### config.mk
export PLATFORM = sky130hd
export DESIGN_NAME = pdio_update
export DESIGN_NICKNAME = d
export VERILOG_FILES = /design/src/sv/assert_macros.svh /design/src/sv/pdio_pkg.sv /design/src/sv/pdio_update.sv
export SDC_FILE = /design/constraint.sdc
export NUM_CORES = 1
export LEC_CHECK = 0
export BUFFER_PORTS_ARGS = -buffer_cell sky130_fd_sc_hd__clkbuf_2
export CAP_MARGIN = 20
export CORE_AREA = 2 2 237 239
export DETAILED_ROUTE_END_ITERATION = 12
export DIE_AREA = 0 0 239 241
export PLACE_DENSITY = 0.37
export SYNTH_ARGS = -nofsm -noshare
export SYNTH_HDL_FRONTEND = slang
export SYNTH_SLANG_ARGS = --single-unit
export TNS_END_PERCENT = 1
### constraint.sdc
create_clock -name vclk -period 7.3
set_input_delay 1.46 -clock vclk [all_inputs]
set_output_delay 1.46 -clock vclk [all_outputs]
set_load 0.02 [all_outputs]
### src/sv/assert_macros.svh
// assertion macros shared by the classifier rtl
`ifndef ASSERT_MACROS_SVH
`define ASSERT_MACROS_SVH

// same-cycle implication, idle during reset
`define PDIO_ASSERT_IMP(lbl, ante, cons) \
  lbl: assert property (@(posedge clk) disable iff (!rst_n) (ante) |-> (cons)) \
    else $error("pdio assertion failed");

// next-cycle implication, idle during reset
`define PDIO_ASSERT_NXT(lbl, ante, cons) \
  lbl: assert property (@(posedge clk) disable iff (!rst_n) (ante) |=> (cons)) \
    else $error("pdio assertion failed");

`endif

### src/sv/pdio_pkg.sv
// types and constants of the per-device io pattern classifier
package pdio_pkg;

  localparam int TABLE_ENTRIES_DEF = 64;
  localparam int CFG_IDX_W         = 4;
  localparam int CFG_DATA_W        = 32;
  localparam int DEV_W             = 32;
  localparam int SECTOR_W          = 64;
  localparam int COUNT_W           = 32;
  localparam int TOTAL_W           = 64;
  localparam int SLOT_OUT_W        = 6;
  localparam int SECTOR_SHIFT      = 9;

  typedef enum logic [2:0] {
    OUT_FILTERED     = 3'd0,
    OUT_DROPPED      = 3'd1,
    OUT_UNCLASSIFIED = 3'd2,
    OUT_SEQUENTIAL   = 3'd3,
    OUT_RANDOM       = 3'd4
  } outcome_t;

  typedef enum logic [CFG_IDX_W-1:0] {
    CFG_FILTER_ENABLE = 4'd0,
    CFG_TARGET_DEVICE = 4'd1
  } cfg_idx_t;

  typedef enum logic [2:0] {
    ST_CLEAR,
    ST_IDLE,
    ST_SCAN,
    ST_READ,
    ST_UPDATE
  } state_t;

  typedef struct packed {
    logic             valid;
    logic [DEV_W-1:0] dev;
  } tag_entry_t;

  typedef struct packed {
    logic [SECTOR_W-1:0] last_end;
    logic [TOTAL_W-1:0]  seq;
    logic [TOTAL_W-1:0]  rnd;
    logic [TOTAL_W-1:0]  bytes;
  } slot_rec_t;

endpackage

### src/sv/pdio_update.sv
// classification and record update for one event
module pdio_update (
  input  pdio_pkg::slot_rec_t                   rd_rec,
  input  logic                                  fresh,
  input  logic [pdio_pkg::SECTOR_W-1:0]         start_sector,
  input  logic [pdio_pkg::COUNT_W-1:0]          sector_count,
  output pdio_pkg::slot_rec_t                   wr_rec,
  output pdio_pkg::outcome_t                    outcome
);
  import pdio_pkg::*;

  slot_rec_t            cur;
  logic [TOTAL_W-1:0]   byte_inc;

  // count * 512 kept to 32 bits
  assign byte_inc = {32'b0, sector_count[COUNT_W-SECTOR_SHIFT-1:0], {SECTOR_SHIFT{1'b0}}};
  // a freshly claimed slot reads as zeroed
  assign cur = fresh ? '0 : rd_rec;

  always_comb begin
    wr_rec  = cur;
    outcome = OUT_UNCLASSIFIED;
    if (cur.last_end != '0) begin
      if (cur.last_end == start_sector) begin
        wr_rec.seq = cur.seq + TOTAL_W'(1);
        outcome    = OUT_SEQUENTIAL;
      end else begin
        wr_rec.rnd = cur.rnd + TOTAL_W'(1);
        outcome    = OUT_RANDOM;
      end
      wr_rec.bytes = cur.bytes + byte_inc;
    end
    wr_rec.last_end = start_sector + {32'b0, sector_count};
  end

endmodule

==> results of run 1 <==
cell usage in the layout (no fill, tap or decap), drive strengths merged, types with 54 or more instances in the layout:
| cell | n |
|---|---|
| o21ai | 106 |
| nor2b | 96 |
| xor2 | 54 |
| clkbuf | 612 |
| nand3 | 90 |
| nand2 | 173 |
| xnor2 | 140 |
| ha | 57 |
| nand4 | 93 |
| nor2 | 179 |
| a21oi | 85 |
path summary, 6_finish.rpt:
kind / start / end / cells after the start / slack (ns)
worst max-delay path: start_sector[0] / wr_rec[250] / 13 / 0.49
worst min-delay path: rd_rec[5] / wr_rec[5] / 3 / 3.25
power breakdown:
part | switching (mW) | leakage [nW] | internal, mW
registers | 0 | 0 | 0
clock network | 0 | 0.0000697 | 0.000000188
logic | 0.644 | 6.18 | 0.353
final cells by class:
class                      instances  area (um2)
inverter                          45         169
fill                            6315       40600
multi-input combinational       1545        9970
tap                              704         881
antenna                           11        27.5
timing repair buffer             630        3230
synthesized netlist by cell type (31+ instances only):
| master | count |
|---|---|
| a21o_1 | 39 |
| a21oi_1 | 85 |
| a32oi_1 | 31 |
| and3_1 | 43 |
| clkbuf_1 | 63 |
| ha_1 | 57 |
| inv_1 | 44 |
| nand2_1 | 172 |
| nand3_1 | 88 |
| nand4_1 | 91 |
| nor2_1 | 179 |
| nor2b_1 | 95 |
| nor3_1 | 37 |
| nor4_1 | 40 |
| o21ai_0 | 103 |
| xnor2_1 | 140 |
| xor2_1 | 54 |
worst max-delay path: cells and delay by family:
kind	cells	cell delay, ns
compound gates	5	2.15
fa+ha+maj	2	0.59
buf+inv	3	0.44
simple gates	2	0.41
xor+xnor	1	0.29
routing by layer:
metal,share of wire [%],global-route usage [%],vias up,wire [um]
met5,0.11,0,-,69
met4,2.4,5.17,10,1510
met3,6.2,3.51,84,3960
met2,47,34.8,515,30200
met1,44,26.8,7099,28100
li1,-,-,7298,-
logic make-up (layout without fill, tap and decap cells):
family | Yosys count | after routing
simple gates | 911 | 911
other cells | 0 | 11
xor+xnor | 194 | 194
buf+inv | 134 | 675
compound gates | 355 | 355
fa+ha+maj | 59 | 59
mux | 26 | 26
stage by stage:
stage	setup WS, ns	area [um2]	util (%)	instances
floorplan	0.367	10500	-	1679
global placement	0.661	14200	26.0	2924
finish	0.492	14300	26.0	2935
detailed placement	0.626	14200	26.0	2924
CTS	0.610	14200	26.0	2924
global route	0.326	14300	26.0	2933
==> flow_summary.json, run 1 <==
{
  "status": "completed",
  "crit_slowest_cell": "a221o_1",
  "tns_ns": 0,
  "dp_hpwl_mm": 55.3,
  "max-slew-margin-rel_pct": 37.3,
  "drc_errors": 0,
  "ff_latch_area_um2": 0,
  "hold_class": "in2out",
  "grt_overflow": 0,
  "clock_buffers": 0,
  "synth_compound_area_share_pct": 21.4,
  "route.final.wire_length_mm": 63.8,
  "tightest_slew_ns": 0.934,
  "antenna_found_initial": 23,
  "yosys_warnings": 0,
  "power.density_nw_per_um2": 69.8,
  "yosysTopAreaCellShare_pct": 11.7,
  "fp.dieH_um": 241,
  "core_area_um2": 54900,
  "cts_resized": 0,
  "grt_pass1_vias": 14300,
  "p_leak_nw": 6.18,
  "ys_top_cells_by_area": "xnor2_1 (12%), ha_1 (6.8%), nor2_1 (6.4%)",
  "critPathRequiredTime_ns": 5.84,
  "cts_setup_buffers": 0,
  "synth_top_family_by_area": "simple AND/OR/NAND/NOR gates",
  "synth_mux_area_share_pct": 2.76,
  "critical_path.most_common_cell": "clkbuf_2",
  "drtAntennaViolNets": 0,
  "numPortBuffers": 612,
  "timing.fmax_ghz": 0.147,
  "yosys.area_share.simple_pct": 47.1,
  "synth-xor-area-share_pct": 16.2,
  "cap_violations": 0,
  "nets": 2634,
  "setup.worst_path.start_class": "input port",
  "synth_top_area_cell": "xnor2_1",
  "synth_cells": 1679,
  "dr.pass1.iters": 5,
  "path_class": "in2out",
  "synthesis.area_um2": 10500,
  "rows": 86,
  "floorplan.die_area_um2": 57600,
  "synthAdderAreaFrac_pct": 7.16,
  "period_needed_ns": 6.81,
  "p_total_mw": 0.997,
  "via_per_inst": 5.11,
  "io_pins": 612,
  "vias": 15000,
  "initial_core_util_pct": 19.2,
  "fin_crit_sh_pct": 93.3,
  "ir_drop_mv": 0.0354,
  "netlist-cell-type-count": 73,
  "slew_violations": 0,
  "drive_gt1_share_pct": 30.9,
  "cp_max_fo": 16,
  "cpPeakStageDelay_ns": 0.72,
  "rsz0062_at_grt": "no",
  "track_usage_pct": 20.5,
  "hold_violations": 0,
  "crit_chain": "clkbuf_2 -> ha_1 -> inv_1 -> fa_1 -> nand2b_1 -> a211oi_1 -> o21ai_0 -> a2bb2oi_1 -> a21oi_1 -> a221o_1 -> nand4_1 -> xnor2_1 -> clkbuf_2",
  "gp_congestion": 0.884,
  "critPathArrivalTime_ns": 5.35,
  "hold_buffers": 0,
  "avgSynthCellArea_um2": 6.26,
  "end_kind": "output port",
  "synthToLayoutAreaGrowth_pct": 35.8,
  "synth_nets": 2091,
  "grt_max_degree": 63,
  "seq_area_frac_synth_pct": 0,
  "grt_pass1_wl_mm": 90.6,
  "hold_ws_ns": 3.25,
  "chipWidth_um": 239,
  "seq_cells": 0,
  "wl_per_cell_um": 21.7,
  "drt_first_iter_violations": 755,
  "setup_viol_count_final": 0
}
(Power assumes the default switching activity.)
==> inputs of run 2 (changes only) <==
==> constraint.sdc (replaced) <==
create_clock -name vclk -period 7
set_input_delay 1.4 -clock vclk [all_inputs]
set_output_delay 1.4 -clock vclk [all_outputs]
set_load 0.02 [all_outputs]
==> flow_summary.json, run 2 (same netlist as run 1, synthesis figures left out) <==
{
  "drt_first_iter_violations": 880,
  "p_switching_mw": 0.675,
  "grt_overflow": 0,
  "chipWidth_um": 239,
  "rows": 86,
  "status": "completed",
  "nets": 2637,
  "internal_power_mw": 0.369,
  "clockPowerShare_pct": 0,
  "hold_class": "in2out",
  "seqPwrFrac_pct": 0,
  "gp_congestion": 0.901,
  "slew_violations": 0,
  "end_kind": "output port",
  "critPathArrivalTime_ns": 5.16,
  "final_cell_mix": "clkbuf_2 (611), nor2_1 (178), nand2_1 (172)",
  "vias": 15100,
  "route.final.wire_length_mm": 63.8,
  "ff_latch_area_um2": 0,
  "grt_max_degree": 53,
  "critPathRequiredTime_ns": 5.60,
  "floorplan.die_area_um2": 57600,
  "grt_pass1_vias": 14200,
  "drive_gt1_share_pct": 31.0,
  "cts_setup_buffers": 0,
  "io_pins": 612,
  "seq_cells": 0,
  "drtAntennaViolNets": 0,
  "drc_errors": 0,
  "path_class": "in2out",
  "cts_resized": 0,
  "initial_core_util_pct": 19.2,
  "synthToLayoutAreaGrowth_pct": 36.0,
  "dp_hpwl_mm": 55.3,
  "netSwitchingFraction_pct": 64.6,
  "clock_buffers": 0,
  "cap_violations": 0,
  "timing.fmax_ghz": 0.152,
  "p_leak_nw": 6.19,
  "layout_commonest_cell": "clkbuf_2",
  "fin_crit_sh_pct": 93.7,
  "fill_cells": 6292,
  "cp_max_fo": 16,
  "numPortBuffers": 612,
  "combPwrFrac_pct": 100.0,
  "max-slew-margin-rel_pct": 37.7,
  "setup_viol_count_final": 0,
  "hold_ws_ns": 3.13,
  "dr.pass1.iters": 5,
  "hold_violations": 0,
  "wl_per_cell_um": 21.7,
  "rsz0062_at_grt": "no",
  "via_per_inst": 5.15,
  "track_usage_pct": 20.4,
  "hold_buffers": 0,
  "tns_ns": 0,
  "setup.worst_path.start_class": "input port",
  "fp.dieH_um": 241,
  "grt_pass1_wl_mm": 90.0,
  "period_needed_ns": 6.56,
  "tightest_slew_ns": 0.928,
  "core_area_um2": 54900,
  "power.density_nw_per_um2": 73.0,
  "ir_drop_mv": 0.0437,
  "antenna_found_initial": 18
}
[run 2: power groups by stage]
stage | clock [mW] | sequential (mW) | combinational (mW)
after detailed placement | 0 | 0 | 1.04
after CTS | 0 | 0 | 1.05
after global routing | 0.000000115 | 0 | 1.13
after global placement | 0 | 0 | 1.04
final | 0.000000192 | 0 | 1.04
after floorplan | 0 | 0 | 0.586
[run 2: per-stage QoR]
step	util, %	std cells	power [mW]	setup slack, ns	instance area [um2]
floorplan	-	1679	0.586	0.187	10500
global placement	26.0	2927	1.04	0.575	14300
detailed placement	26.0	2927	1.04	0.522	14300
CTS	26.0	2927	1.05	0.493	14300
global route	26.0	2933	1.13	0.259	14300
finish	26.0	2937	1.04	0.442	14300
[run 2: worst paths after layout]
path	endpoint	start	cells past startpoint
max	wr_rec[250]	start_sector[0]	13
min	wr_rec[191]	rd_rec[191]	3
[run 2: area by class of cell]
class / instances / area (um2) / area share [%]
repair buffers: 633 / 3250 / 22.8
inverters: 45 / 169 / 1.18
diodes: 10 / 25.0 / 0.175
multi-input cells: 1545 / 9970 / 69.7
well taps: 704 / 881 / 6.16
[run 2: metal layers]
layer / global-route usage [%] / share of wire [%]
met5: 0 / 0.060
met4: 4.64 / 2.3
met3: 3.24 / 6.5
met2: 35.1 / 48
met1: 26.7 / 43
[run 2: critical path, stage by stage]
cell and delay (ns):
clkbuf_2 0.15, ha_1 0.18, inv_1 0.06, fa_1 0.40
nand2b_1 0.21, a211oi_1 0.35, o21ai_0 0.28, a2bb2oi_1 0.23
a21oi_1 0.47, a221o_1 0.71, nand4_1 0.25, xnor2_1 0.25
clkbuf_2 0.20
